==> src/hdl/asft_pkg.sv <==
// Shared types and constants of the asynchronous serial frame transmitter.
package asft_pkg;

  // Field widths
  localparam int unsigned TX_BYTE_W    = 8;
  localparam int unsigned BIT_KIND_W   = 2;
  localparam int unsigned CFG_INDEX_W  = 8;
  localparam int unsigned CFG_DATA_W   = 16;
  localparam int unsigned DATA_BITS_W  = 4;
  localparam int unsigned PARITY_W     = 2;
  localparam int unsigned STOP_BITS_W  = 2;
  localparam int unsigned PERIOD_W     = 16;
  localparam int unsigned DATA_IDX_W   = 3;

  // Register reset values
  localparam logic [DATA_BITS_W-1:0] DATA_BITS_RST  = 4'd8;
  localparam logic [PARITY_W-1:0]    PARITY_RST     = 2'd0;
  localparam logic [STOP_BITS_W-1:0] STOP_BITS_RST  = 2'd1;
  localparam logic [PERIOD_W-1:0]    BIT_PERIOD_RST = 16'd2187;

  // Depth of the frame queue between front and back
  localparam int unsigned QUEUE_DEPTH = 2;

  // Register indexes on the configuration port
  typedef enum logic [CFG_INDEX_W-1:0] {
    REG_DATA_BITS  = 8'd0,
    REG_PARITY     = 8'd1,
    REG_STOP_BITS  = 8'd2,
    REG_BIT_PERIOD = 8'd3
  } cfg_reg_e;

  // Parity mode codes
  typedef enum logic [PARITY_W-1:0] {
    PAR_NONE = 2'd0,
    PAR_EVEN = 2'd1,
    PAR_ODD  = 2'd2,
    PAR_RSVD = 2'd3
  } parity_e;

  // Kind of line level in a frame
  typedef enum logic [BIT_KIND_W-1:0] {
    KIND_START  = 2'd0,
    KIND_DATA   = 2'd1,
    KIND_PARITY = 2'd2,
    KIND_STOP   = 2'd3
  } bit_kind_e;

  // Frame descriptor handed from the front to the back
  typedef struct packed {
    logic [TX_BYTE_W-1:0]  data;
    logic [DATA_IDX_W-1:0] last_data;  // index of the final data bit
    logic                  par_en;
    logic                  par_odd;
    logic                  two_stop;
  } frame_t;

endpackage

==> src/hdl/asft_intf.sv <==
// Handshake channels of the transmitter: byte input, line output, register writes.
interface asft_byte_if import asft_pkg::*; ();
  logic                 valid;
  logic                 ready;
  logic [TX_BYTE_W-1:0] tx_byte;

  modport source (output valid, output tx_byte, input ready);
  modport sink (input valid, input tx_byte, output ready);
endinterface

interface asft_line_if import asft_pkg::*; ();
  logic                  valid;
  logic                  ready;
  logic                  line_level;
  logic [BIT_KIND_W-1:0] bit_kind;
  logic                  frame_end;

  modport source (output valid, output line_level, output bit_kind, output frame_end,
                  input ready);
  modport sink (input valid, input line_level, input bit_kind, input frame_end,
                output ready);
endinterface

interface asft_cfg_if import asft_pkg::*; ();
  logic                   valid;
  logic                   ready;
  logic [CFG_INDEX_W-1:0] index;
  logic [CFG_DATA_W-1:0]  data;

  modport source (output valid, output index, output data, input ready);
  modport sink (input valid, input index, input data, output ready);
endinterface

==> src/hdl/asft_front.sv <==
// Front end: register file, byte intake and frame classification.
module asft_front import asft_pkg::*; (
  input  logic                clk_i,
  input  logic                rst_ni,
  asft_byte_if.sink           tx_in,
  asft_cfg_if.sink            cfg_wr,
  output logic                push_valid_o,
  input  logic                push_ready_i,
  output frame_t              push_frame_o,
  output logic [PERIOD_W-1:0] bit_period_o
);

  logic [DATA_BITS_W-1:0] data_bits_q;
  logic [PARITY_W-1:0]    parity_q;
  logic [STOP_BITS_W-1:0] stop_bits_q;
  logic [PERIOD_W-1:0]    bit_period_q;
  logic [DATA_IDX_W-1:0]  last_data;

  // Register writes are always taken
  assign cfg_wr.ready = 1'b1;

  always_ff @(posedge clk_i or negedge rst_ni) begin
    if (!rst_ni) begin
      data_bits_q  <= DATA_BITS_RST;
      parity_q     <= PARITY_RST;
      stop_bits_q  <= STOP_BITS_RST;
      bit_period_q <= BIT_PERIOD_RST;
    end else if (cfg_wr.valid) begin
      case (cfg_wr.index)
        REG_DATA_BITS:  data_bits_q  <= cfg_wr.data[DATA_BITS_W-1:0];
        REG_PARITY:     parity_q     <= cfg_wr.data[PARITY_W-1:0];
        REG_STOP_BITS:  stop_bits_q  <= cfg_wr.data[STOP_BITS_W-1:0];
        REG_BIT_PERIOD: bit_period_q <= cfg_wr.data[PERIOD_W-1:0];
        default: ;
      endcase
    end
  end

  // Clamp the data width to five..eight bits, as the index of the last bit
  always_comb begin
    if (data_bits_q < 4'd5) begin
      last_data = 3'd4;
    end else if (data_bits_q >= 4'd8) begin
      last_data = 3'd7;
    end else begin
      last_data = data_bits_q[DATA_IDX_W-1:0] - 3'd1;
    end
  end

  // Classify the byte into a frame descriptor and pass it on
  always_comb begin
    push_frame_o.data      = tx_in.tx_byte;
    push_frame_o.last_data = last_data;
    push_frame_o.par_en    = (parity_q == PAR_EVEN) || (parity_q == PAR_ODD);
    push_frame_o.par_odd   = (parity_q == PAR_ODD);
    push_frame_o.two_stop  = stop_bits_q[1];
  end

  assign push_valid_o = tx_in.valid;
  assign tx_in.ready  = push_ready_i;
  assign bit_period_o = bit_period_q;

endmodule

==> src/hdl/asft_queue.sv <==
// Short frame queue between the front and back ends.
module asft_queue import asft_pkg::*; #(
  parameter int unsigned Depth = QUEUE_DEPTH
) (
  input  logic   clk_i,
  input  logic   rst_ni,
  input  logic   push_valid_i,
  output logic   push_ready_o,
  input  frame_t push_frame_i,
  output logic   pop_valid_o,
  input  logic   pop_ready_i,
  output frame_t pop_frame_o
);

  localparam int unsigned PtrW = (Depth > 1) ? $clog2(Depth) : 1;
  localparam int unsigned CntW = $clog2(Depth + 1);

  frame_t            mem_q [Depth];
  logic [PtrW-1:0]   wr_ptr_q, wr_ptr_d;
  logic [PtrW-1:0]   rd_ptr_q, rd_ptr_d;
  logic [CntW-1:0]   count_q, count_d;
  logic              push, pop;

  assign push_ready_o = (count_q != CntW'(Depth));
  assign pop_valid_o  = (count_q != '0);
  assign push         = push_valid_i && push_ready_o;
  assign pop          = pop_valid_o && pop_ready_i;
  assign pop_frame_o  = mem_q[rd_ptr_q];

  // Advance pointers with wrap at the queue depth
  always_comb begin
    wr_ptr_d = wr_ptr_q;
    rd_ptr_d = rd_ptr_q;
    count_d  = count_q;
    if (push) begin
      wr_ptr_d = (wr_ptr_q == PtrW'(Depth - 1)) ? '0 : wr_ptr_q + 1'b1;
    end
    if (pop) begin
      rd_ptr_d = (rd_ptr_q == PtrW'(Depth - 1)) ? '0 : rd_ptr_q + 1'b1;
    end
    if (push && !pop) begin
      count_d = count_q + 1'b1;
    end else if (pop && !push) begin
      count_d = count_q - 1'b1;
    end
  end

  always_ff @(posedge clk_i or negedge rst_ni) begin
    if (!rst_ni) begin
      wr_ptr_q <= '0;
      rd_ptr_q <= '0;
      count_q  <= '0;
    end else begin
      wr_ptr_q <= wr_ptr_d;
      rd_ptr_q <= rd_ptr_d;
      count_q  <= count_d;
    end
  end

  // Store the incoming descriptor
  always_ff @(posedge clk_i) begin
    if (push) begin
      mem_q[wr_ptr_q] <= push_frame_i;
    end
  end

`ifndef SYNTHESIS
  a_count_bound: assert property (@(posedge clk_i) disable iff (!rst_ni)
    count_q <= CntW'(Depth))
    else $error("queue fill count beyond depth");

  a_push_grows: assert property (@(posedge clk_i) disable iff (!rst_ni)
    (push && !pop) |=> (count_q == $past(count_q) + 1'b1))
    else $error("queue fill count did not grow on a lone push");
`endif

endmodule

==> src/hdl/asft_back.sv <==
// Back end: bit-period timer and frame serialiser driving the line channel.
module asft_back import asft_pkg::*; (
  input  logic                clk_i,
  input  logic                rst_ni,
  input  logic                pop_valid_i,
  output logic                pop_ready_o,
  input  frame_t              pop_frame_i,
  input  logic [PERIOD_W-1:0] bit_period_i,
  asft_line_if.source         tx_out
);

  typedef enum logic [2:0] {
    ST_IDLE,
    ST_START,
    ST_DATA,
    ST_PARITY,
    ST_STOP
  } state_e;

  state_e                state_q, state_d;
  frame_t                desc_q, desc_d;
  logic [TX_BYTE_W-1:0]  shift_q, shift_d;
  logic [DATA_IDX_W-1:0] cnt_q, cnt_d;
  logic                  par_q, par_d;
  logic [PERIOD_W-1:0]   timer_q, timer_d;
  logic                  out_valid_q, out_valid_d;
  logic                  level_q, level_d;
  bit_kind_e             kind_q, kind_d;
  logic                  end_q, end_d;

  logic [PERIOD_W-1:0]   period_m1;
  logic                  timer_done;
  logic                  out_free;
  logic                  advance;
  logic                  emit;

  // A zero bit_period is treated the same as a bit_period of 1
  assign period_m1  = (bit_period_i == '0) ? '0 : bit_period_i - 1'b1;
  assign timer_done = (timer_q == period_m1);
  assign out_free   = !out_valid_q || tx_out.ready;
  assign advance    = timer_done && out_free;
  assign pop_ready_o = (state_q == ST_IDLE) && out_free;

  always_comb begin
    state_d     = state_q;
    desc_d      = desc_q;
    shift_d     = shift_q;
    cnt_d       = cnt_q;
    par_d       = par_q;
    level_d     = level_q;
    kind_d      = kind_q;
    end_d       = end_q;
    emit        = 1'b0;
    out_valid_d = out_valid_q && !tx_out.ready;
    timer_d     = timer_done ? timer_q : timer_q + 1'b1;

    case (state_q)
      ST_IDLE: begin
        // Take the next frame and show its start bit
        if (pop_valid_i && out_free) begin
          desc_d  = pop_frame_i;
          shift_d = pop_frame_i.data;
          par_d   = 1'b0;
          emit    = 1'b1;
          level_d = 1'b0;
          kind_d  = KIND_START;
          end_d   = 1'b0;
          state_d = ST_START;
        end
      end
      ST_START: begin
        // First data bit, least significant first
        if (advance) begin
          emit    = 1'b1;
          level_d = shift_q[0];
          kind_d  = KIND_DATA;
          end_d   = 1'b0;
          par_d   = shift_q[0];
          shift_d = shift_q >> 1;
          cnt_d   = '0;
          state_d = ST_DATA;
        end
      end
      ST_DATA: begin
        if (advance) begin
          emit = 1'b1;
          if (cnt_q == desc_q.last_data) begin
            if (desc_q.par_en) begin
              level_d = par_q ^ desc_q.par_odd;
              kind_d  = KIND_PARITY;
              end_d   = 1'b0;
              state_d = ST_PARITY;
            end else begin
              level_d = 1'b1;
              kind_d  = KIND_STOP;
              end_d   = !desc_q.two_stop;
              state_d = ST_STOP;
            end
          end else begin
            level_d = shift_q[0];
            kind_d  = KIND_DATA;
            end_d   = 1'b0;
            par_d   = par_q ^ shift_q[0];
            shift_d = shift_q >> 1;
            cnt_d   = cnt_q + 1'b1;
          end
        end
      end
      ST_PARITY: begin
        if (advance) begin
          emit    = 1'b1;
          level_d = 1'b1;
          kind_d  = KIND_STOP;
          end_d   = !desc_q.two_stop;
          state_d = ST_STOP;
        end
      end
      ST_STOP: begin
        // Show a second stop bit if one is due, else drop back to idle once the final stop period has run out
        if (advance) begin
          if (end_q) begin
            state_d = ST_IDLE;
          end else begin
            emit    = 1'b1;
            level_d = 1'b1;
            kind_d  = KIND_STOP;
            end_d   = 1'b1;
          end
        end
      end
      default: begin
        state_d = ST_IDLE;
      end
    endcase

    if (emit) begin
      out_valid_d = 1'b1;
      timer_d     = '0;
    end
  end

  // Hold state and the registered line beat
  always_ff @(posedge clk_i or negedge rst_ni) begin
    if (!rst_ni) begin
      state_q     <= ST_IDLE;
      out_valid_q <= 1'b0;
      timer_q     <= '0;
      cnt_q       <= '0;
      par_q       <= 1'b0;
      desc_q      <= '0;
      shift_q     <= '0;
      level_q     <= 1'b1;
      kind_q      <= KIND_STOP;
      end_q       <= 1'b0;
    end else begin
      state_q     <= state_d;
      out_valid_q <= out_valid_d;
      timer_q     <= timer_d;
      cnt_q       <= cnt_d;
      par_q       <= par_d;
      desc_q      <= desc_d;
      shift_q     <= shift_d;
      level_q     <= level_d;
      kind_q      <= kind_d;
      end_q       <= end_d;
    end
  end

  assign tx_out.valid      = out_valid_q;
  assign tx_out.line_level = level_q;
  assign tx_out.bit_kind   = kind_q;
  assign tx_out.frame_end  = end_q;

`ifndef SYNTHESIS
  a_emit_after_period: assert property (@(posedge clk_i) disable iff (!rst_ni)
    (emit && (state_q != ST_IDLE)) |-> timer_done)
    else $error("line level changed before its bit period ran out");

  a_data_count_bound: assert property (@(posedge clk_i) disable iff (!rst_ni)
    (state_q == ST_DATA) |-> (cnt_q <= desc_q.last_data))
    else $error("data bit count ran past the frame width");
`endif

endmodule

==> src/hdl/async_serial_frame_transmitter_top.sv <==
// With the serialiser idle, the start bit is offered once its byte has passed the queue and the line register.
// Frames are 7 to 12 bits long; the back end's bit-period timer sets the frame rate,
// and the queue lets bytes wait.
// A line beat not taken in time stretches its bit period until it is taken.
// Reset (async, active low) clears the queue and serialiser and loads register defaults.
module async_serial_frame_transmitter_top import asft_pkg::*; #(
  parameter int unsigned QueueDepth = QUEUE_DEPTH
) (
  input  logic        clk_i,
  input  logic        rst_ni,
  asft_byte_if.sink   tx_in,
  asft_line_if.source tx_out,
  asft_cfg_if.sink    cfg_wr
);

  logic                push_valid, push_ready;
  frame_t              push_frame;
  logic                pop_valid, pop_ready;
  frame_t              pop_frame;
  logic [PERIOD_W-1:0] bit_period;

  // Intake and classification
  asft_front u_front (
    .clk_i        (clk_i),
    .rst_ni       (rst_ni),
    .tx_in        (tx_in),
    .cfg_wr       (cfg_wr),
    .push_valid_o (push_valid),
    .push_ready_i (push_ready),
    .push_frame_o (push_frame),
    .bit_period_o (bit_period)
  );

  // Frame queue
  asft_queue #(
    .Depth (QueueDepth)
  ) u_queue (
    .clk_i        (clk_i),
    .rst_ni       (rst_ni),
    .push_valid_i (push_valid),
    .push_ready_o (push_ready),
    .push_frame_i (push_frame),
    .pop_valid_o  (pop_valid),
    .pop_ready_i  (pop_ready),
    .pop_frame_o  (pop_frame)
  );

  // Serialiser
  asft_back u_back (
    .clk_i        (clk_i),
    .rst_ni       (rst_ni),
    .pop_valid_i  (pop_valid),
    .pop_ready_o  (pop_ready),
    .pop_frame_i  (pop_frame),
    .bit_period_i (bit_period),
    .tx_out       (tx_out)
  );

endmodule
==> src/flat_wrapper.sv <==
// flat-port wrapper written by rule: the top's interface ports become plain ports
module async_serial_frame_transmitter_top_flat import asft_pkg::*;
#(
  parameter int unsigned QueueDepth = QUEUE_DEPTH
)
  (clk_i, rst_ni, tx_in_valid, tx_in_tx_byte, tx_in_ready, tx_out_valid, tx_out_line_level, tx_out_bit_kind, tx_out_frame_end, tx_out_ready, cfg_wr_valid, cfg_wr_index, cfg_wr_data, cfg_wr_ready);
  asft_byte_if tx_in_i ();
  asft_line_if tx_out_i ();
  asft_cfg_if cfg_wr_i ();
  input  logic clk_i;
  input  logic rst_ni;
  input wire logic [$bits(tx_in_i.valid)-1:0] tx_in_valid;
  input wire logic [$bits(tx_in_i.tx_byte)-1:0] tx_in_tx_byte;
  output wire logic [$bits(tx_in_i.ready)-1:0] tx_in_ready;
  output wire logic [$bits(tx_out_i.valid)-1:0] tx_out_valid;
  output wire logic [$bits(tx_out_i.line_level)-1:0] tx_out_line_level;
  output wire logic [$bits(tx_out_i.bit_kind)-1:0] tx_out_bit_kind;
  output wire logic [$bits(tx_out_i.frame_end)-1:0] tx_out_frame_end;
  input wire logic [$bits(tx_out_i.ready)-1:0] tx_out_ready;
  input wire logic [$bits(cfg_wr_i.valid)-1:0] cfg_wr_valid;
  input wire logic [$bits(cfg_wr_i.index)-1:0] cfg_wr_index;
  input wire logic [$bits(cfg_wr_i.data)-1:0] cfg_wr_data;
  output wire logic [$bits(cfg_wr_i.ready)-1:0] cfg_wr_ready;
  assign tx_in_i.valid = tx_in_valid;
  assign tx_in_i.tx_byte = tx_in_tx_byte;
  assign tx_in_ready = tx_in_i.ready;
  assign tx_out_valid = tx_out_i.valid;
  assign tx_out_line_level = tx_out_i.line_level;
  assign tx_out_bit_kind = tx_out_i.bit_kind;
  assign tx_out_frame_end = tx_out_i.frame_end;
  assign tx_out_i.ready = tx_out_ready;
  assign cfg_wr_i.valid = cfg_wr_valid;
  assign cfg_wr_i.index = cfg_wr_index;
  assign cfg_wr_i.data = cfg_wr_data;
  assign cfg_wr_ready = cfg_wr_i.ready;
  async_serial_frame_transmitter_top #(.QueueDepth(QueueDepth)) u_core (.clk_i(clk_i), .rst_ni(rst_ni), .tx_in(tx_in_i), .tx_out(tx_out_i), .cfg_wr(cfg_wr_i));
endmodule
==> config.mk <==
export PLATFORM = sky130hd
export DESIGN_NAME = async_serial_frame_transmitter_top_flat
export DESIGN_NICKNAME = d
export VERILOG_FILES = /design/src/hdl/asft_pkg.sv /design/src/hdl/asft_intf.sv /design/src/hdl/asft_front.sv /design/src/hdl/asft_queue.sv /design/src/hdl/asft_back.sv /design/src/hdl/async_serial_frame_transmitter_top.sv /design/src/flat_wrapper.sv
export SDC_FILE = /design/constraint.sdc
export NUM_CORES = 1
export LEC_CHECK = 0
export BUFFER_PORTS_ARGS = -buffer_cell sky130_fd_sc_hd__buf_4
export CAP_MARGIN = 20
export CORE_MARGIN = 4
export CORE_UTILIZATION = 44
export CTS_BUF_LIST = sky130_fd_sc_hd__clkbuf_4 sky130_fd_sc_hd__clkbuf_8
export DETAILED_ROUTE_END_ITERATION = 10
export GPL_ROUTABILITY_DRIVEN = 0
export PLACE_DENSITY_LB_ADDON = 0.05
export SLEW_MARGIN = 20
export SYNTH_ARGS = -nofsm -noshare
export SYNTH_HDL_FRONTEND = slang
export SYNTH_SLANG_ARGS = --single-unit
==> constraint.sdc <==
create_clock -name clk_i -period 7.95 [get_ports clk_i]
set_input_delay 1.1925 -clock clk_i [delete_from_list [all_inputs] [get_ports clk_i]]
set_output_delay 1.1925 -clock clk_i [all_outputs]
set_load 0.02 [all_outputs]
==> impl_metrics.json <==
{
  "die_w_um": 117,
  "slew_headroom": 0.299,
  "syn_avg_cell_area_um2": 10.3,
  "setup-tns-final_ns": 0,
  "p_sw_frac": 0.390,
  "ff2ff_setup_slack_ns": 3.64,
  "synth_edf_count": 28,
  "async_flop_share": 0.711,
  "wire_per_inst_um": 16.4,
  "rr_worst_depth": 9,
  "ys_seq_elements": 97,
  "tightest_slew_ns": 1.05,
  "fin_crit_sh": 0.543,
  "grtUsageTotal": 0.177,
  "ys.flop_type": "dfrtp_1",
  "syn_to_final_growth_pct": 11.1,
  "htreeDepth": 3,
  "powerDensity_mw_per_mm2": 294,
  "dr.first_iter.drc_count": 366,
  "fin_ws_ns": 3.64,
  "postCtsSetupBuffers": 0,
  "grt.overflow.total": 0,
  "ctsHoldBuffers": 0,
  "coreArea_mm2": 0.0115,
  "detailed_place_hpwl_um": 8030,
  "hold_viol_final": 0,
  "synth_area_mm2": 0.00524,
  "cp_data_arrival_time_ns": 4.59,
  "power_switching_uw": 666,
  "cp_slowest_cell": "and2_1",
  "status": "finished, final reports clean",
  "ys_types": 63,
  "grt_pass1_wl_um": 19000,
  "holdWs_ns": 0.470,
  "final_layout_size_suffix_gt1_frac": 0.201,
  "drc": 0,
  "setup_violations": 0,
  "num_rows": 39,
  "use_met2": 0.263,
  "dp_slack_ns": 3.73,
  "crit_fanout": 35,
  "io_buffers": 42,
  "clk_pin_slew_worst_paths_ns": 0.10,
  "worstReg2RegStart": "u_core.u_front.bit_period_o[6]",
  "met3_usage": 0.0478,
  "p_seq_frac": 0.450,
  "holdPathEnd": "u_core.u_queue.mem_q[0][0]",
  "fin_skew_ns": 0.0136,
  "drtAntennaViolNets": 0,
  "via_count": 3961,
  "drt-total-wl_um": 11200,
  "worstHoldStart": "u_core.u_front.stop_bits_q[1]",
  "cts_buffers": 9,
  "whs_path_depth": 0,
  "timing.fmax_ghz": 0.232,
  "pwr-share-clk": 0.186,
  "clk_path_buf_depth": 2,
  "critPathKind": "reg2reg",
  "yosysSeqAreaShare": 0.492,
  "cts_tree": "done",
  "diodes": 0,
  "final_cell_mix": "60 x dfrtp_1, 44 x buf_4, 37 x nor2_1, 36 x nand2_1, 35 x o21ai_0",
  "required_ns": 8.22,
  "intPower_mw": 1.04,
  "netlist_instances": 509,
  "path_cells": "or4_1, nor4_1, nor3_1, a211oi_1, o2111ai_1, nor4_4, and2_1, nand3_1, a221o_1",
  "min_path_type": "reg2reg",
  "crit_path_end_kind": "register",
  "cpPeakStageDelay_ns": 0.88,
  "fin_crit_ns": 4.31,
  "synth_warnings": 0,
  "die_y_um": 117,
  "r2r_end": "u_core.u_back.cnt_q[0]",
  "cp_top_family": "simple AND/OR/NAND/NOR gates",
  "clock_sinks": 97,
  "grt_max_degree": 70,
  "n_fill_cell": 1080,
  "power.total_mw": 1.71,
  "worstSkewPairLatency_ns": 0.38,
  "initial_utilization": 0.455,
  "ir_drop_uv": 148,
  "use_met1": 0.255,
  "cp_num_buf_inv": 0,
  "mostFrequentLayoutCell": "dfrtp_1",
  "maxSlewViolCount": 0,
  "dieArea_mm2": 0.0137,
  "rsz0062_at_grt": "no",
  "busiest_layer": "met2",
  "firstDrtPassIters": 6,
  "finalNetCount": 579,
  "drv_cap": 0,
  "grt_pass1_vias": 3845,
  "comb_power_share": 0.364,
  "grt_antenna_before_repair": 0,
  "ioPinCount": 44,
  "drt-vias-per-instance": 5.79,
  "cts-root-buf": "clkbuf_8",
  "cts_resized": 0,
  "worstSetupStartpointType": "register",
  "p_leak_nw": 2.43
}
==> worst max-delay path by stage <==
stage | from | end | slack [ns] | cells past startpoint
floorplan | u_core.u_front.bit_period_o[0] | u_core.u_back.shift_q[0] | 4.56 | 11
global placement | u_core.u_front.bit_period_o[6] | u_core.u_back.cnt_q[0] | 3.88 | 8
detailed placement | u_core.u_front.bit_period_o[6] | u_core.u_back.cnt_q[0] | 3.73 | 9
CTS | u_core.u_front.bit_period_o[6] | u_core.u_back.cnt_q[0] | 3.70 | 9
global route | u_core.u_front.bit_period_o[0] | u_core.u_back.cnt_q[0] | 3.23 | 11
finish | u_core.u_front.bit_period_o[6] | u_core.u_back.cnt_q[0] | 3.64 | 9
==> cell type report <==
| type | instances | area, um2 | share of cell area |
|---|---|---|---|
| clock buffers | 9 | 124 | 0.0213 |
| clock inverters | 7 | 71.3 | 0.0123 |
| inverters | 16 | 60.1 | 0.0103 |
| multi-input cells | 368 | 2480 | 0.425 |
| flip-flops and latches | 97 | 2580 | 0.443 |
| well taps | 143 | 179 | 0.0307 |
| repair buffers | 44 | 330 | 0.0568 |
==> stage by stage <==
step	cell area (um2)	std cells	util
2_1_floorplan	5240	511	-
3_3_place_gp	5620	668	0.488
3_5_place_dp	5620	668	0.488
4_1_cts	5820	684	0.505
5_1_grt	5820	684	0.505
6_report	5820	684	0.505
==> cell usage after synthesis, types with 10 or more instances <==
cell type,number,share of area
clkbuf_1,22,0.016
or3_1,11,0.013
dfrtp_1,60,0.29
mux2i_1,16,0.031
nand3_1,13,0.012
nor3_1,14,0.013
a21oi_1,28,0.027
nor2_1,37,0.027
nor4_1,10,0.012
xnor2_1,16,0.027
inv_1,15,0.011
o21ai_0,35,0.033
nand2_1,36,0.026
edfxtp_1,28,0.16
mux2_2,31,0.067
or4_1,13,0.019
==> logic make-up (layout without fill, tap and decap cells) <==
| group | after synthesis | after routing | share of synthesized area |
|---|---|---|---|
| buffers and inverters | 46 | 76 | 0.0368 |
| muxes | 47 | 47 | 0.0973 |
| and+or+nand+nor | 177 | 177 | 0.181 |
| xor gates and xnor gates | 26 | 26 | 0.0464 |
| other | 1 | 3 | 0.000716 |
| adders and majority gates | 6 | 6 | 0.0143 |
| DFF | 97 | 97 | 0.492 |
| AOI/OAI and AO/OA | 109 | 109 | 0.131 |
==> registers in the layout, indices dropped and copies added, names as in the netlist, 2 cells and up <==
signal and flops:
u_core.u_queue.mem_q 28, u_core.u_back.timer_q 16, u_core.u_front.bit_period_o 16, u_core.u_back.shift_q 8
u_core.u_back.desc_q 6, u_core.u_front.data_bits_q 4, u_core.u_back.cnt_q 3, u_core.u_back.state_q 3
u_core.u_back.tx_out.bit_kind 2, u_core.u_front.parity_q 2, u_core.u_queue.count_q 2
==> power groups by stage <==
stage	registers, mW	logic (mW)	clock network (mW)
final	0.769	0.622	0.317
after global placement	0.776	0.617	0
after CTS	0.769	0.628	0.335
after detailed placement	0.779	0.627	0
after global routing	0.788	0.702	0.351
after floorplan	0.721	0.509	0
==> per-layer routing <==
layer | share of wire | routed length (um)
met1 | 0.49 | 5480
met2 | 0.45 | 5000
met3 | 0.056 | 629
met4 | 0.0098 | 110
met5 | 0 | 0
Note: power is estimated with default switching activity, not from simulation.
